--- config.mk ---
export PLATFORM = sky130hd
export DESIGN_NAME = fpa_fifo
export DESIGN_NICKNAME = d
export VERILOG_FILES = /design/src/hw/rtl/fpa_fifo.sv
export SDC_FILE = /design/constraint.sdc
export NUM_CORES = 1
export LEC_CHECK = 0
export BUFFER_PORTS_ARGS = -buffer_cell sky130_fd_sc_hd__buf_2
export CORE_MARGIN = 1
export CORE_UTILIZATION = 40
export CTS_CLUSTER_DIAMETER = 200
export DETAILED_ROUTE_END_ITERATION = 10
export GPL_ROUTABILITY_DRIVEN = 0
export HOLD_SLACK_MARGIN = 0.05
export SLEW_MARGIN = 15
export SYNTH_ARGS = -nofsm -noshare
export SYNTH_HDL_FRONTEND = slang
export SYNTH_SLANG_ARGS = --single-unit
--- constraint.sdc ---
create_clock -name i_clk -period 2.2 [get_ports i_clk]
set_clock_uncertainty 0.15 [all_clocks]
set_input_delay 0.55 -clock i_clk [delete_from_list [all_inputs] [get_ports i_clk]]
set_output_delay 0.55 -clock i_clk [all_outputs]
set_load 0.005 [all_outputs]
--- src/hw/rtl/fpa_fifo.sv ---
// Small flop-based queue, used between front and back and at the output.
// Depends on nothing.
`timescale 1ns / 1ps

module fpa_fifo #(
    parameter int WIDTH = 8,
    parameter int DEPTH = 2
) (
    input  logic             i_clk,
    input  logic             i_rst_n,
    input  logic             i_push,
    input  logic [WIDTH-1:0] i_data,
    output logic             o_full,
    input  logic             i_pop,
    output logic [WIDTH-1:0] o_data,
    output logic             o_empty
);
    localparam int AW = (DEPTH > 1) ? $clog2(DEPTH) : 1;

    logic [WIDTH-1:0] r_mem [DEPTH];
    logic [AW-1:0]    r_wp, r_rp;
    logic [AW:0]      r_cnt;
    logic             do_push, do_pop;

    assign o_full  = (r_cnt == (AW+1)'(DEPTH));
    assign o_empty = (r_cnt == '0);
    assign do_push = i_push && !o_full;
    assign do_pop  = i_pop && !o_empty;
    assign o_data  = r_mem[r_rp];

    always_ff @(posedge i_clk) begin
        if (!i_rst_n) begin
            r_wp  <= '0;
            r_rp  <= '0;
            r_cnt <= '0;
        end else begin
            if (do_push) begin
                r_wp <= (r_wp == AW'(DEPTH-1)) ? '0 : r_wp + 1'b1;
            end
            if (do_pop) begin
                r_rp <= (r_rp == AW'(DEPTH-1)) ? '0 : r_rp + 1'b1;
            end
            r_cnt <= r_cnt + (AW+1)'(do_push) - (AW+1)'(do_pop);
        end
    end

    always_ff @(posedge i_clk) begin
        if (do_push) begin
            r_mem[r_wp] <= i_data;
        end
    end

endmodule

Word level (Yosys, flattened, before mapping). Memories as Yosys holds them, arrays and structs flattened. A register that Yosys moved wholly into a read port is not among the register bits. Index checks and enable logic that the tools add are counted.

Bits in registers: 4. Latch bits: 0. RAM bits: 16. Bits in read-only memories: 0. Bits of input ports: 12. Output and inout port bits: 10. Word-level logic and storage cells: 20. Memories kept: 1.

$add $sub $neg: 4. Multiply operators: 0. Divide/modulo/power cells: 0. Magnitude comparators: 0. Eq/ne operators: 1. Shift-type cells: 0. Multiplexer cells: 6. Bitwise operators: 0. Reductions and logical operators: 5.

Memories: r_mem (depth 2, width 8, read ports 1, clocked after memory_dff 1, wr ports 1, RTL line 20) `logic [WIDTH-1:0] r_mem [DEPTH];`.

Operators by type and width (number): 2-to-1 mux 1 bit (6); adder 1 bit (second input constant) (2); adder 2 x 1 -> 2 bit (1); == test 2 bit (second input constant) (1); logical AND 1 bit (2); logical NOT 1 bit (2); logical NOT 2 bit (1); subtractor 2 x 1 -> 2 bit (1).

Longest topological paths before layout.
Depth after elaboration: 5. Mapped depth: 8. Gate-level depth less buffers: 8.

Worst setup path before layout. Ideal clock, no wire load.

Path kind: input-to-reg. Start point: input i_pop. End point: register r_cnt[1]. Setup time: 0.078 ns. Arrival: 1.548 ns. Path slack: 0.425 ns. Stages: 7. Buffers on the path: 0. Path through: o21a_2 > ha_1 > inv_1 > ha_1 > xor2_1 > and2_2 > nor3_1.

Longest elaborated chain between the ends: 2.

Ends and longest elaborated chain: start: declaration (RTL line 14) `input logic i_pop,`; logical AND 1 bit (RTL line 28) `assign do_pop = i_pop && !o_empty;`; subtractor 2 x 1 -> 2 bit (RTL line 43) `r_cnt <= r_cnt + (AW+1)'(do_push) - (AW+1)'(do_pop);`; end signal: assignment (RTL line 43); end: declaration (RTL line 22) `logic [AW:0] r_cnt;`.

No other way between the ends. A chain may end at the register's enable or synchronous reset.

==> metrics.md <==
| Metric | Value |
|---|---|
| Hold endpoint | `r_mem[0][6]$_DFFE_PP_` |
| Ys flop type | `edfxtp_1` |
| VDD IR max | `about 0.53 mV` |
| Most frequent cell after synthesis | `edfxtp_1` |
| First-pass GRT wire length | `1.77 mm` |
| Vias in the first global route | `450` |
| Hold Path Class | `input pin to register` |
| Clock Sinks | `21` |
| Critical-path maximum fanout | `8` |
| Layout Nets | `just over 90` |
| Final Hold Viols | `0` |
| HP Start | `i_data[6]` |
| Worst slack at placement | `0.251 ns` |
| Area of the multi-input gates | `between 200 and 250 um2` |
| Yosys top cell by area | `edfxtp_1` |
| Max Buffers Root-to-Sink | `2` |
| Max Clock Freq | `slightly below 500 MHz` |
| First-pass iteration count of the detailed router | `3` |
| Critical Path RT | `about 1.5 ns` |
| R2r startpoint | `r_cnt[0]$_SDFF_PN0_` |
| Leakage | `~0.41 nW` |
| CP arrival | `around 1.4 ns` |
| Worst Setup End Kind | `output port` |
| Yosys top cell area share | `0.592` |
| Design area | `just under 0.001 mm2` |
| Avg Cell Area, Syn | `~16 um2` |
| Pwr Density | `1070 mW/mm2` |
| Utilization after layout | `0.537` |
| Post-layout worst setup margin | `roughly 0.14 ns` |
| Grt ovf | `0` |
| Worst setup SP type | `register` |
| RSZ-0062 raised after global routing | `false` |
| Routed wire length | `between 1 and 1.5 mm` |
| Core area | `about 0.0018 mm2` |
| Placed cell areas | `approximately 950 um2` |
| #FFs+latches synth | `21` |
| Mapped cell area | `812 um2` |
| Initial antenna violation count | `0` |
| DR DRC count | `0` |
| YS warnings | `0` |
| Port bufs | `21` |
| Root buffer cell | `clkbuf_4` |
| Synthesized instance count | `52` |
| Initial Utilization | `0.446` |
| Setup TNS | `0 ns` |
| Final Slew Violations | `0` |
| IO Count | `22` |
| Final Cycle Share | `0.938` |
| Full die area | `between 0.002 and 0.0025 mm2` |
| Routed len/inst | `~11 um` |
| Worst-Skew Late Latency | `roughly 0.29 ns` |
| R2R Setup Slk | `approximately 0.39 ns` |
| CTS tree | `done` |
| Slew headroom | `0.738` |
| Chip height | `between 40 and 50 um` |
| Diodes inserted | `0` |
| Max-cap viol count | `0` |
| Tmin final | `between 2 and 2.5 ns` |
| Crit path kind | `register to output port` |
| Cts hold-fix bufs | `0` |
| Row count | `15` |
| Net Count, Synth | `66` |
| Fillers | `about 170` |
| Post-synth EDFFs | `16` |
| Worst reg2reg path endpoint | `r_cnt[1]$_SDFF_PN0_` |
| # Post-CTS Setup Buffers | `0` |
| Unique cell type count in the Yosys netlist | `17` |
| Synth area leaders | `edfxtp_1 59%, dfxtp_1 12%, mux2_2 11%` |
| Die width | `around 47 um` |
| Storage element area | `581 um2` |
| Min Hold Slack | `roughly 0.29 ns` |
| Clock transition at path regs | `0.11 ns` |
| H-tree depth | `1` |
| Vias post-DR | `roughly 460` |
| P&R area growth vs syn | `20.5%` |
| TritonCTS Buffers | `3` |
| Initial DRC Count | `4` |
| Cts repair resizes | `0` |
| Vias per cell | `4.54` |
| Worst-Margin Slew | `approximately 0.39 ns` |
| R2r worst-path depth | `8` |
| Post-synthesis sequential area ratio | `0.715` |
| Final Setup Violations | `0` |
| WHS Path Cells | `1` |
| Overall Global Routing Usage | `0.122` |
| ANT nets after route | `0` |
| Synth cell count leaders | `16 x edfxtp_1, 8 x mux2_2, 5 x dfxtp_1, 5 x nor2_1, 3 x inv_1` |
| Outcome | `completed` |
| Hpwl dp | `798 um` |
| Layout cells sized above 1 | `0.468` |
| Largest net degree at the start of global routing | `13` |
| Async S/R FF share, synth | `0` |
[sequential cells by signal, summed over array words and instances (netlist names), named ones only]
name and count:
r_mem 16, r_cnt 2, r_rp 1, r_wp 1
[routing by layer]
metal / routed length, um / track usage / part of all wire / vias to the layer above
met5: 0 / 0 / 0 / -
met4: 11 / 0.0857 / 0.0098 / 0
met3: 43 / 0.0231 / 0.038 / 2
met2: 505 / 0.197 / 0.45 / 14
met1: 561 / 0.148 / 0.50 / 213
li1: - / - / - / 234
[worst max-delay path by stage]
stage | startpoint | to | slack, ns | cells after the start
2_1_floorplan | i_pop | r_cnt[1]$_SDFF_PN0_ | 0.42 | 7
3_3_place_gp | i_pop | r_cnt[1]$_SDFF_PN0_ | 0.28 | 8
3_5_place_dp | i_pop | r_cnt[1]$_SDFF_PN0_ | 0.25 | 8
4_1_cts | register | o_data[1] | 0.1 | 2
5_1_grt | register | o_data[1] | 0.05 | 2
6_report | register | o_data[1] | 0.14 | 2
[kinds of logic after synthesis]
group,share of synthesized area
flip-flops,0.715
AND/OR/NAND/NOR,0.0786
multiplexers,0.123
buffers and inverters,0.0200
XOR/XNOR,0.0216
adder cells (fa/ha/maj),0.0308
AO/OA/AOI/OAI,0.0108
[cells in the final DEF (no fill, tap or decap), types with 2 or more instances in the layout]
master	n
buf_2	21
edfxtp_1	16
mux2_2	8
nor2_1	5
dfxtp_1	5
inv_1	3
clkbuf_4	3
nand2b_1	2
nand2_1	2
ha_1	2
[worst max-delay path: stages, from the launching register on]
cell     delay, ns
dfxtp_1       0.56
mux2_2        0.38
buf_2         0.13
[final cells by class]
cell class,instances,share of cell area
clock buffers,3,0.0230
clock inverters,1,0.00512
inverters,3,0.0115
multi-input cells,27,0.220
flip-flops and latches,21,0.593
well taps,25,0.0320
repair buffers,22,0.115
[power by group]
part | internal, mW | switching, mW
clock network | 0.0676 | 0.106
registers | 0.518 | 0.0535
logic | 0.173 | 0.130
total | 0.758 | 0.290
[through the flow]
| step | instances | power (mW) |
|---|---|---|
| global placement | 98 | 0.885 |
| detailed placement | 98 | 0.890 |
| global route | 102 | 1.13 |
| finish | 102 | 1.05 |
| floorplan | 52 | 0.771 |
| CTS | 102 | 1.07 |
(Power assumes the default switching activity.)
