<file path="config.mk">
export PLATFORM = sky130hd
export DESIGN_NAME = fpa_front
export DESIGN_NICKNAME = d
export VERILOG_FILES = /design/src/hw/rtl/fpa_pkg.sv /design/src/hw/rtl/fpa_front.sv
export SDC_FILE = /design/constraint.sdc
export NUM_CORES = 1
export LEC_CHECK = 0
export ABC_CLOCK_PERIOD_IN_PS = 5000
export CAP_MARGIN = 20
export CORE_UTILIZATION = 40
export DETAILED_ROUTE_END_ITERATION = 10
export DONT_BUFFER_PORTS = 1
export GPL_ROUTABILITY_DRIVEN = 0
export SLEW_MARGIN = 20
export SYNTH_ARGS = -nofsm -noshare
export SYNTH_HDL_FRONTEND = slang
export SYNTH_SLANG_ARGS = --single-unit
</file>
<file path="constraint.sdc">
create_clock -name vclk -period 5
set_input_delay 0.25 -clock vclk [all_inputs]
set_output_delay 0.25 -clock vclk [all_outputs]
set_load 0.01 [all_outputs]
</file>
<file path="src/hw/rtl/fpa_pkg.sv">
// Shared types and constants for the fixed-point ALU.
// No dependencies; fpa_front, fpa_back and the top level import it.
`timescale 1ns / 1ps

package fpa_pkg;

    localparam int XLEN           = 32;
    localparam int FRAC_BITS_DEF  = 8;
    localparam int DATA_WIDTH_DEF = 32;

    typedef enum logic [3:0] {
        OP_ADD  = 4'd0,  OP_SUB  = 4'd1,  OP_MUL  = 4'd2,  OP_DIV  = 4'd3,
        OP_LT   = 4'd4,  OP_LE   = 4'd5,  OP_GT   = 4'd6,  OP_GE   = 4'd7,
        OP_EQ   = 4'd8,  OP_NE   = 4'd9,  OP_MIN  = 4'd10, OP_MAX  = 4'd11,
        OP_INC  = 4'd12, OP_DEC  = 4'd13, OP_FINT = 4'd14, OP_TINT = 4'd15
    } t_opcode;

    typedef enum logic [1:0] {
        K_SIMPLE = 2'd0,
        K_MUL    = 2'd1,
        K_DIV    = 2'd2
    } t_kind;

    // Classified item: operands and simple results are sign-extended to XLEN
    typedef struct packed {
        t_kind             kind;
        logic [XLEN-1:0]   a;
        logic [XLEN-1:0]   b;
        logic [XLEN-1:0]   val;
        logic              cmp;
    } t_job;

    typedef struct packed {
        logic [XLEN-1:0]   val;
        logic              cmp;
        logic              dz;
    } t_res;

endpackage

</file>
<file path="src/hw/rtl/fpa_front.sv">
// Front end: decodes the opcode, finishes the simple operations and
// classifies multiply and divide for the back end. Uses fpa_pkg.
`timescale 1ns / 1ps

module fpa_front #(
    parameter int DATA_WIDTH = fpa_pkg::DATA_WIDTH_DEF,
    parameter int FRAC_BITS  = fpa_pkg::FRAC_BITS_DEF
) (
    input  logic [3:0]                 i_opcode,
    input  logic [fpa_pkg::XLEN-1:0]   i_operand_a,
    input  logic [fpa_pkg::XLEN-1:0]   i_operand_b,
    output fpa_pkg::t_job              o_job
);
    import fpa_pkg::*;

    logic signed [DATA_WIDTH-1:0] a, b, v;
    t_opcode                      op;
    logic                         cmp;
    t_kind                        kind;

    assign a  = i_operand_a[DATA_WIDTH-1:0];
    assign b  = i_operand_b[DATA_WIDTH-1:0];
    assign op = t_opcode'(i_opcode);

    always_comb begin
        v    = '0;
        cmp  = 1'b0;
        kind = K_SIMPLE;
        case (op)
            OP_ADD:  v = a + b;
            OP_SUB:  v = a - b;
            OP_MUL:  kind = K_MUL;
            OP_DIV:  kind = K_DIV;
            OP_LT:   cmp = (a < b);
            OP_LE:   cmp = (a <= b);
            OP_GT:   cmp = (a > b);
            OP_GE:   cmp = (a >= b);
            OP_EQ:   cmp = (a == b);
            OP_NE:   cmp = (a != b);
            OP_MIN:  v = (a <= b) ? a : b;
            OP_MAX:  v = (a >= b) ? a : b;
            OP_INC:  v = a + DATA_WIDTH'(1);
            OP_DEC:  v = a - DATA_WIDTH'(1);
            OP_FINT: v = a <<< FRAC_BITS;
            OP_TINT: v = a >>> FRAC_BITS;
            default: v = '0;
        endcase
    end

    assign o_job.kind = kind;
    assign o_job.a    = XLEN'(a);
    assign o_job.b    = XLEN'(b);
    assign o_job.val  = XLEN'(v);
    assign o_job.cmp  = cmp;

endmodule

</file>
== Yosys cells after proc, flatten, opt, wreduce, memory -nomap -nowiden ==
Index checks and enable logic that the tools add are counted.

* Logic and storage cells: 31
* Input port bits: 68
* Bits in registers: 0

* Eq/ne operators: 17
* Add/subtract/negate cells: 4
* Order comparisons: 4
* Reduce and logical (&&, ||, !) cells: 1
* Mux-type cells: 5

{| class="wikitable"
|+ Operator list
! cell !! count
|-
| 32-bit one-hot mux with 8 select lines || 1
|-
| 32-bit 2-to-1 mux || 2
|-
| 32-bit by 2-bit adder with 32-bit output, second input constant || 1
|-
| 32-bit adder || 1
|-
| 32-bit == test || 1
|-
| 4-bit == test, second input constant || 8
|-
| 32-bit >= comparator || 1
|-
| 32-bit > comparator || 1
|-
| 32-bit less-or-equal comparator || 1
|-
| 32-bit < comparator || 1
|-
| 32-bit inequality test || 1
|-
| 32-bit by 2-bit subtractor with 32-bit output, second input constant || 1
|-
| 32-bit subtractor || 1
|-
| 4-bit by 3-bit == test with 1-bit output, second input constant || 4
|-
| 4-bit by 2-bit == test with 1-bit output, second input constant || 2
|-
| 1-bit one-hot mux with 6 select lines || 1
|-
| 4-bit by 1-bit == test with 1-bit output, second input constant || 1
|-
| 4-bit zero test || 1
|-
| 2-bit one-hot mux with 2 select lines || 1
|}

== Logic depth before layout (Yosys ltp) ==
Gate-level depths: netlist of the first run.

* Word-level depth: 3
* Depth in mapped cells: 19

== Worst setup path before layout of the first run ==
OpenSTA, ideal clock, no wires.

* Path type: in2out
* From: input port i_operand_b[9] (netlist name)
* To: output port o_job[32] (netlist name)
* Slack: 765 ps
* Data arrival time: 3985 ps
* Path buffers: 0
* Stages on the path: 17
* Path through: or3_2 > or3_1 > or3_4 > nor4_4 > nand2_1 > nor2_1 > xnor2_1 > o21ai_0 > ha_1 > or3_1 > a21oi_1 > o21ai_0 > a31o_2 > a221oi_1 > xnor2_1 > a211oi_1 > o21ai_0

{| class="wikitable"
|+ RTL lines
! element !! RTL line !! source
|-
| from (decl) || fpa_front.sv:11 || <nowiki>input logic [fpa_pkg::XLEN-1:0] i_operand_b,</nowiki>
|-
| to (decl) || fpa_front.sv:12 || <nowiki>output fpa_pkg::t_job o_job</nowiki>
|}

==> metrics.md, run 1 <==
| Metric | Value |
|---|---|
| Worst slew margin | `22.7%` |
| Pwr/cell area | `132 nW/um^2` |
| Req. time, crit path | `4.75 ns` |
| Max VDD drop | `0.0508 mV` |
| Yosys warns | `0` |
| Routed WL | `25500 um` |
| Largest family of logic cells by synthesized area | `compound AO/OA/AOI/OAI gates` |
| Syn_nets | `1119` |
| Pins over their slew limit | `0` |
| Placed inst area | `6200 sq um` |
| DP Wirelength | `20200 um` |
| Fin nets | `1012` |
| Fin crit period | `4.63 ns` |
| Layout cells sized above 1 | `4.68%` |
| Chip Width | `130 um` |
| Complex-gate fraction of the synthesized area | `35.4%` |
| Final ANT Viol Nets | `0` |
| Adder-cell share of the synthesized area | `12.8%` |
| Setup crit start kind | `input port` |
| Fmax | `216 MHz` |
| Sequential area share after synthesis | `0%` |
| Top-Level Pins | `167` |
| Fill count | `1799` |
| Status | `finished clean` |
| Post-CTS setup buffers | `0` |
| Area fraction of the dominant cell type after synthesis | `12.2%` |
| Synth top cells by count | `a21oi_1, o21ai_0, nor2_1` |
| CP endpoint kind | `primary output` |
| Worst Path Max Fanout | `6` |
| Initial core utilization | `41.1%` |
| Multiplexer share of the synthesized area | `5.06%` |
| CTS resizes | `0` |
| Height of the die | `130 um` |
| Seq_cells | `0` |
| Largest net degree at the start of global routing | `30` |
| DRC viols | `0` |
| CP arrival | `4.38 ns` |
| Initial DRT Pass Iterations | `7` |
| Largest cells by area after synthesis | `ha_1, buf_4, xnor2_1, a21oi_1, o21ai_0` |
| Grt ovf | `0` |
| Core area | `15900 sq um` |
| Initial DRC Count | `643` |
| PortBufs | `0` |
| RSZ-0062 raised after global routing | `false` |
| Post-DR wirelength/cell | `23.4 um` |
| Total GRT Usage | `29.4%` |
| Vias | `7268` |
| Critical setup path kind | `in2out` |
| Final Hold Violating Endpoints | `0` |
| CTS Hold Buffers Added | `0` |
| Synth-to-layout area growth | `-5.51%` |
| Max-cap viol count | `0` |
| Initial antenna violation count | `0` |
| Hold crit path type | `in2out` |
| First-pass GRT wire length | `38100 um` |
| # rows | `46` |
| Multi-input logic area | `5680 sq um` |
| Netlist cell types | `75` |
| Synth Cell Area | `6560 sq um` |
| Synth Area in Simple Gates | `23.3%` |
| Vias in the first global route | `6817` |
| Syn_area_per_cell | `6.66 sq um` |
| Cells after synthesis | `985` |
| Xor/xnor share of the synthesized area | `9.88%` |
| Total Die Area | `16900 sq um` |
| Worst slew pin tran | `1.16 ns` |
| Setup Viol. Count Final | `0` |
| P_leak | `0.00249 uW` |
| Yosys top cell by area | `ha_1` |
| Vias/cell | `6.66` |
| ANT cells | `0` |
| Area occupied by registers | `0 sq um` |
| Final worst path period share | `92.7%` |
| Clock tree buffer count of the final layout | `0` |
| Fin area | `6200 sq um` |
| Sum of negative setup slack | `0 ns` |
cell families (layout without fill, tap and decap cells):
kind of cell / after synthesis / count (layout)
buffers and inverters: 166 / 57
adders and majority gates: 66 / 66
AOI/OAI and AO/OA: 352 / 352
xor gates and xnor gates: 74 / 74
muxes: 33 / 33
and+or+nand+nor: 294 / 294
stage by stage:
stage	hold WS, ns	setup slack (ns)	total power [uW]	util [%]	std cells
2_1_floorplan	0.551	0.765	684	-	985
3_3_place_gp	0.500	0.448	795	38.9	1092
3_5_place_dp	0.500	0.393	796	38.9	1092
4_1_cts	0.500	0.404	800	38.9	1092
5_1_grt	0.500	0.147	887	38.9	1092
6_report	0.500	0.365	816	38.9	1092
worst paths after layout:
path                        start         to  slack, ns  depth (start not counted)
setup / recovery   i_operand_b[9]  o_job[32]       0.37                         17
hold / removal    i_operand_a[27]  o_job[92]       0.50                          0
critical path, cell delays in order:
cell and delay (ns):
or3_2 0.51, or3_1 0.48, or3_4 0.41, nor4_4 0.19, nand2_1 0.12, nor2_1 0.13
xnor2_1 0.12, o21ai_0 0.09, ha_1 0.22, or3_1 0.42, a21oi_1 0.12, o21ai_0 0.10
a31o_2 0.23, a221oi_1 0.41, xnor2_1 0.12, a211oi_1 0.24, o21ai_0 0.21
layer usage:
metal | wire (um) | GRT usage [%] | vias to the layer above
met5 | 0 | 0 | -
met3 | 3370 | 8.04 | 86
li1 | - | - | 3405
met1 | 9730 | 36.0 | 3333
met4 | 1180 | 13.4 | 0
met2 | 11300 | 47.7 | 444
layout by cell type, fill, tap and decap left out, drive strengths merged, types with 7 or more instances in the layout:
master,n
ha,64
xor2,21
inv,48
nor3,19
o211ai,8
nand4,15
a21oi,84
o221ai,15
a31oi,13
nor2,80
nor4,13
a221oi,10
a22oi,10
a211oi,13
o21ai,90
buf,9
o22ai,7
nand2b,17
or3,18
nand2,66
nor2b,9
a222oi,12
xnor2,53
o21a,15
a21o,25
and3,8
nand3,27
mux2i,32
where the power goes:
part	internal, uW	switching, uW	leakage (uW)
clock	0	0	0
combinational	319	497	0.00249
sequential	0	0	0
area by class of cell:
cell class / count / area share (%)
multi-input combinational: 819 / 91.6
timing repair buffer: 9 / 1.09
inverter: 48 / 2.91
tap: 216 / 4.36
Power figures use the tool's default switching activity.
==> run 2, diff against run 1 <==
==> constraint.sdc (replaced) <==
create_clock -name vclk -period 5
set_input_delay 0.25 -clock vclk [all_inputs]
set_output_delay 0.25 -clock vclk [all_outputs]
set_load 0.1 [all_outputs]
==> metrics.md, run 2 (same netlist as run 1, synthesis figures left out) <==
| Metric | Value |
|---|---|
| Comb pwr share | `100.0% (about the same)` |
| DRC viols | `0 (unchanged)` |
| Worst slew margin | `21.5% (-1.2 points)` |
| Chip Width | `130 um (unchanged)` |
| Req. time, crit path | `4.75 ns (about the same)` |
| Setup crit start kind | `input port` |
| Worst Path Max Fanout | `8 (+2)` |
| Critical setup path kind | `in2out` |
| P_leak | `0.00274 uW (+9.8%)` |
| CTS Hold Buffers Added | `0 (unchanged)` |
| Cells after DPL | `1127 (+3.2%)` |
| Initial core utilization | `41.1% (unchanged)` |
| Grt ovf | `0 (unchanged)` |
| Post-DR wirelength/cell | `22.8 um (-2.6%)` |
| DP Wirelength | `20400 um (+0.80%)` |
| Worst slew pin tran | `1.18 ns (+0.0175 ns)` |
| Height of the die | `130 um (unchanged)` |
| DP Worst Slack | `0.220 ns (-0.173 ns)` |
| Fin crit period | `4.77 ns (+0.135 ns)` |
| RSZ-0062 raised after global routing | `false` |
| Routed WL | `25700 um (+0.62%)` |
| PortBufs | `0 (unchanged)` |
| Total Die Area | `16900 sq um (unchanged)` |
| Initial antenna violation count | `0 (unchanged)` |
| Area occupied by registers | `0 sq um (unchanged)` |
| Fin nets | `1048 (+3.6%)` |
| Seq_cells | `0 (unchanged)` |
| Most common cell after layout, fill and taps aside | `a21oi_1` |
| Switch Pwr | `792 uW (+59%)` |
| Pins over their slew limit | `0 (unchanged)` |
| Final ANT Viol Nets | `0 (unchanged)` |
| Synth-to-layout area growth | `1.95%` |
| Top-Level Pins | `167 (unchanged)` |
| Status | `finished clean` |
| CP endpoint kind | `primary output` |
| Layout cells sized above 1 | `11.2% (+6.5 points)` |
| Largest net degree at the start of global routing | `30 (unchanged)` |
| Fmax | `210 MHz (-2.8%)` |
| Int Pwr | `389 uW (+22%)` |
| Final Util | `41.9% (+3.1 points)` |
| Hold crit path type | `in2out` |
| Core area | `15900 sq um (unchanged)` |
| Total GRT Usage | `29.7% (+0.30 points)` |
| CP arrival | `4.52 ns (+0.14 ns)` |
| Initial DRC Count | `666 (+3.6%)` |
| Vias/cell | `6.60 (-0.81%)` |
| First-pass GRT wire length | `38500 um (+1.0%)` |
| Register share of total power | `0% (unchanged)` |
| Sw frac | `67.1% (+6.1 points)` |
| ANT cells | `0 (unchanged)` |
| Initial DRT Pass Iterations | `7 (unchanged)` |
| Most frequent cells in the layout | `a21oi_1, nor2_1, o21ai_0` |
| # rows | `46 (unchanged)` |
| Clock tree buffer count of the final layout | `0 (unchanged)` |
| Final worst path period share | `95.4% (+2.7 points)` |
| Max-cap viol count | `0 (unchanged)` |
| Sum of negative setup slack | `0 ns (unchanged)` |
| Pwr/cell area | `177 nW/um^2 (+34%)` |
| Final Hold Violating Endpoints | `0 (unchanged)` |
| Vias | `7447 (+2.5%)` |
| Vias in the first global route | `6800 (-0.25%)` |
| Max VDD drop | `0.129 mV (+150%)` |
| Layout Cells excl Fill | `1128 (+3.3%)` |
| Final worst slack | `0.230 ns (-0.135 ns)` |
| Worst Hold Path Cells | `0 (unchanged)` |
| Clock power share | `0% (unchanged)` |
| Setup Viol. Count Final | `0 (unchanged)` |
==> run 2: final timing paths <==
path / from / end / slack [ns]
setup / recovery: i_operand_b[2] / o_job[23] / 0.23
hold / removal: i_operand_b[24] / o_job[57] / 0.50
==> run 2: through the flow <==
| step | cell area, sq um | power, uW | hold WS, ns |
|---|---|---|---|
| after detailed placement | 6660 | 1160 | 0.501 |
| after CTS | 6660 | 1160 | 0.501 |
| after global placement | 6660 | 1150 | 0.501 |
| final | 6690 | 1180 | 0.500 |
| after floorplan | 6560 | 1140 | 0.712 |
| after global routing | 6690 | 1260 | 0.500 |
==> run 2: layer usage <==
layer / GRT usage, % / wire length [um]
met3: 8.04 / 3220
met5: 0 / 0
met1: 36.9 / 10000
met4: 11.0 / 981
met2: 48.7 / 11500
==> run 2: area by class of cell <==
cell class | count | area [sq um]
fill | 1733 | 9260
inverter | 48 | 180
multi-input combinational | 819 | 5800
tap | 216 | 270
timing repair buffer | 45 | 430
==> run 2: critical path, cell delays in order <==
cell,delay [ns]
or4_4,0.55
or2_2,0.33
or3_1,0.32
xnor2_1,0.12
o21ai_0,0.17
ha_2,0.34
a21oi_1,0.17
nand2b_1,0.07
o31a_1,0.31
a221o_1,0.44
a22oi_2,0.29
nand2b_1,0.11
a211oi_2,0.22
nor3_1,0.11
or4_1,0.46
buf_4,0.25
==> run 2: power groups by stage <==
| stage | clock network, uW | registers (uW) | logic [uW] |
|---|---|---|---|
| after floorplan | 0 | 0 | 1140 |
| after global placement | 0 | 0 | 1150 |
| after global routing | 0 | 0 | 1260 |
| after detailed placement | 0 | 0 | 1160 |
| final | 0 | 0 | 1180 |
| after CTS | 0 | 0 | 1160 |
==> run 2: what timing repair did <==
action	CTS	global route
buffers inserted	0	1
setup endpoints to repair	0	3
gates resized for setup	0	5
==> run 3, diff against run 2 <==
- ABC_CLOCK_PERIOD_IN_PS: 5000 -> 3870
- clock period: 5 -> 3.87 ns (I/O delays scaled with it)
==> metrics.md, run 3 (same netlist as run 1, synthesis figures left out) <==
| Metric | Value |
|---|---|
| RSZ-0062 raised after global routing | `true` |
| Register share of total power | `0% (unchanged)` |
| Vias | `7942 (+6.6%)` |
| Area occupied by registers | `0 sq um (unchanged)` |
| Cells after DPL | `1235 (+9.6%)` |
| DP Worst Slack | `-0.523 ns (-0.744 ns)` |
| Placed inst area | `7830 sq um (+18%)` |
| Final worst path period share | `110%` |
| Top Metal Used | `met4` |
| Initial antenna violation count | `0 (unchanged)` |
| First-pass GRT wire length | `41600 um (+8.0%)` |
| Fin nets | `1177 (+12%)` |
| CP endpoint kind | `primary output` |
| Total Die Area | `16900 sq um (unchanged)` |
| # rows | `46 (unchanged)` |
| Post-DR wirelength/cell | `22.3 um (-2.0%)` |
| Failing checks | `negative setup slack` |
| Setup Viol. Count Final | `16 (+16)` |
| Initial DRC Count | `752 (+13%)` |
| Met2 WL | `13000 um (+14%)` |
| Fin crit period | `4.28 ns` |
| DR WL met3 | `2990 um (-7.2%)` |
| Sw frac | `60.4% (-6.6 points)` |
| Chip Width | `130 um (unchanged)` |
| Fin area | `8480 sq um (+27%)` |
| PortBufs | `0 (unchanged)` |
| Layout cells sized above 1 | `29.7% (+18 points)` |
| DRC viols | `0 (unchanged)` |
| Max VDD drop | `0.259 mV (+100%)` |
| Fill count | `1567 (-9.6%)` |
| Fmax | `234 MHz` |
| Height of the die | `130 um (unchanged)` |
| Worst slew pin tran | `1.17 ns (-0.00608 ns)` |
| Core area | `15900 sq um (unchanged)` |
| Top-Level Pins | `167 (unchanged)` |
| CP Cell Sequence | `or4_4 > or2_4 > or3_4 > xnor2_2 > o21ai_1 > ha_1 > a21oi_2 > nand2b_1 > o31a_1 > a221o_1 > a22oi_2 > nand2b_1 > a211oi_2 > nor3_2 > or4_4` |
| Layout Cells excl Fill | `1257 (+11%)` |
| Status | `finished with violations` |
| DRT met1 WL | `10700 um (+6.6%)` |
| Initial DRT Pass Iterations | `6 (-1)` |
| DP Wirelength | `21500 um (+5.8%)` |
| Hold crit path type | `in2out` |
| Largest net degree at the start of global routing | `32 (+6.7%)` |
| Most frequent cells in the layout | `buf_4, nor2_1, a21oi_1` |
| Pwr/cell area | `224 nW/um^2 (+27%)` |
| Pins over their slew limit | `0 (unchanged)` |
| Routed WL | `28100 um (+9.2%)` |
| Worst slew margin | `21.9% (+0.42 points)` |
| Final worst slack | `-0.406 ns (-0.636 ns)` |
| Most common cell after layout, fill and taps aside | `buf_4` |
| Final ANT Viol Nets | `0 (unchanged)` |
| Total GRT Usage | `32.0% (+2.3 points)` |
| Vias/cell | `6.32 (-4.3%)` |
| Int Pwr | `751 uW (+93%)` |
| Comb pwr share | `100.0% (about the same)` |
| ANT cells | `0 (unchanged)` |
| Critical setup path kind | `in2out` |
| Clock tree buffer count of the final layout | `0 (unchanged)` |
| Crit path max-delay cell type | `or4_4` |
| Req. time, crit path | `3.68 ns (-1.07 ns)` |
| P_leak | `0.00355 uW (+30%)` |
| Grt ovf | `0 (unchanged)` |
| Clock power share | `0% (unchanged)` |
| Seq_cells | `0 (unchanged)` |
| Final Util | `53.2% (+11 points)` |
| Max-cap viol count | `0 (unchanged)` |
| Worst Path Max Fanout | `6 (-2)` |
| Setup crit start kind | `input port` |
| Initial core utilization | `41.1% (unchanged)` |
| Final Hold Violating Endpoints | `0 (unchanged)` |
| Synth-to-layout area growth | `29.4%` |
| Sum of negative setup slack | `-3.84 ns (-3.84 ns)` |
| CP arrival | `4.08 ns (-0.44 ns)` |
| Vias in the first global route | `7672 (+13%)` |
| Switch Pwr | `1150 uW (+45%)` |
| CP peak stage delay | `0.61 ns (+0.06 ns)` |
[run 3: cell count changes in the layout (fill, tap and decap cells not counted), moves of 8 or more]
cell     previous run  this run
xnor2_1            53        45
buf_6               0        10
buf_12              3        18
a21oi_1            84        73
o21ai_1             4        19
xnor2_2             0         8
o21ai_0            77        57
a21oi_2             0         9
buf_4              39       143
[run 3: cell type report]
| cell class | instances | area, sq um | share of cell area [%] |
|---|---|---|---|
| Multi-Input combinational cell | 819 | 6410 | 75.6 |
| Timing Repair Buffer | 174 | 1620 | 19.1 |
| Tap cell | 216 | 270 | 3.19 |
| Inverter | 48 | 180 | 2.12 |
[run 3: repair_timing]
action	4_1_cts	5_1_grt
pin swaps	35	33
hold buffers	0	0
setup endpoints to repair	17	22
buffers inserted	15	8
resized for setup	43	60
[run 3: through the flow]
step                      hold WS (ns)  total power [uW]
after floorplan                  0.599              1540
after global placement           0.388              1740
after detailed placement         0.388              1740
after CTS                        0.388              1800
after global routing             0.387              2010
final                            0.387              1900
[run 3: power by group through the flow]
stage	Clock [uW]	Sequential, uW	Combinational, uW
after floorplan	0	0	1540
after global placement	0	0	1740
after detailed placement	0	0	1740
after CTS	0	0	1800
after global routing	0	0	2010
final	0	0	1900
[run 3: final timing paths]
check  slack [ns]   endpoint           start  cells past startpoint
max         -0.41  o_job[23]  i_operand_b[5]                     15
min          0.39  o_job[39]  i_operand_b[6]                      0
[run 3: critical path: cells and delay by family]
kind                     cells  cell delay (ns)
AO/OA/AOI/OAI                6             1.42
adder cells (fa/ha/maj)      1             0.28
AND/OR/NAND/NOR              7             2.04
XOR/XNOR                     1             0.14
[run 3: layer usage]
layer	vias up	GRT usage [%]
met5	-	0
met1	3647	37.2
li1	3744	-
met2	463	55.2
met3	88	8.61
met4	0	13.1
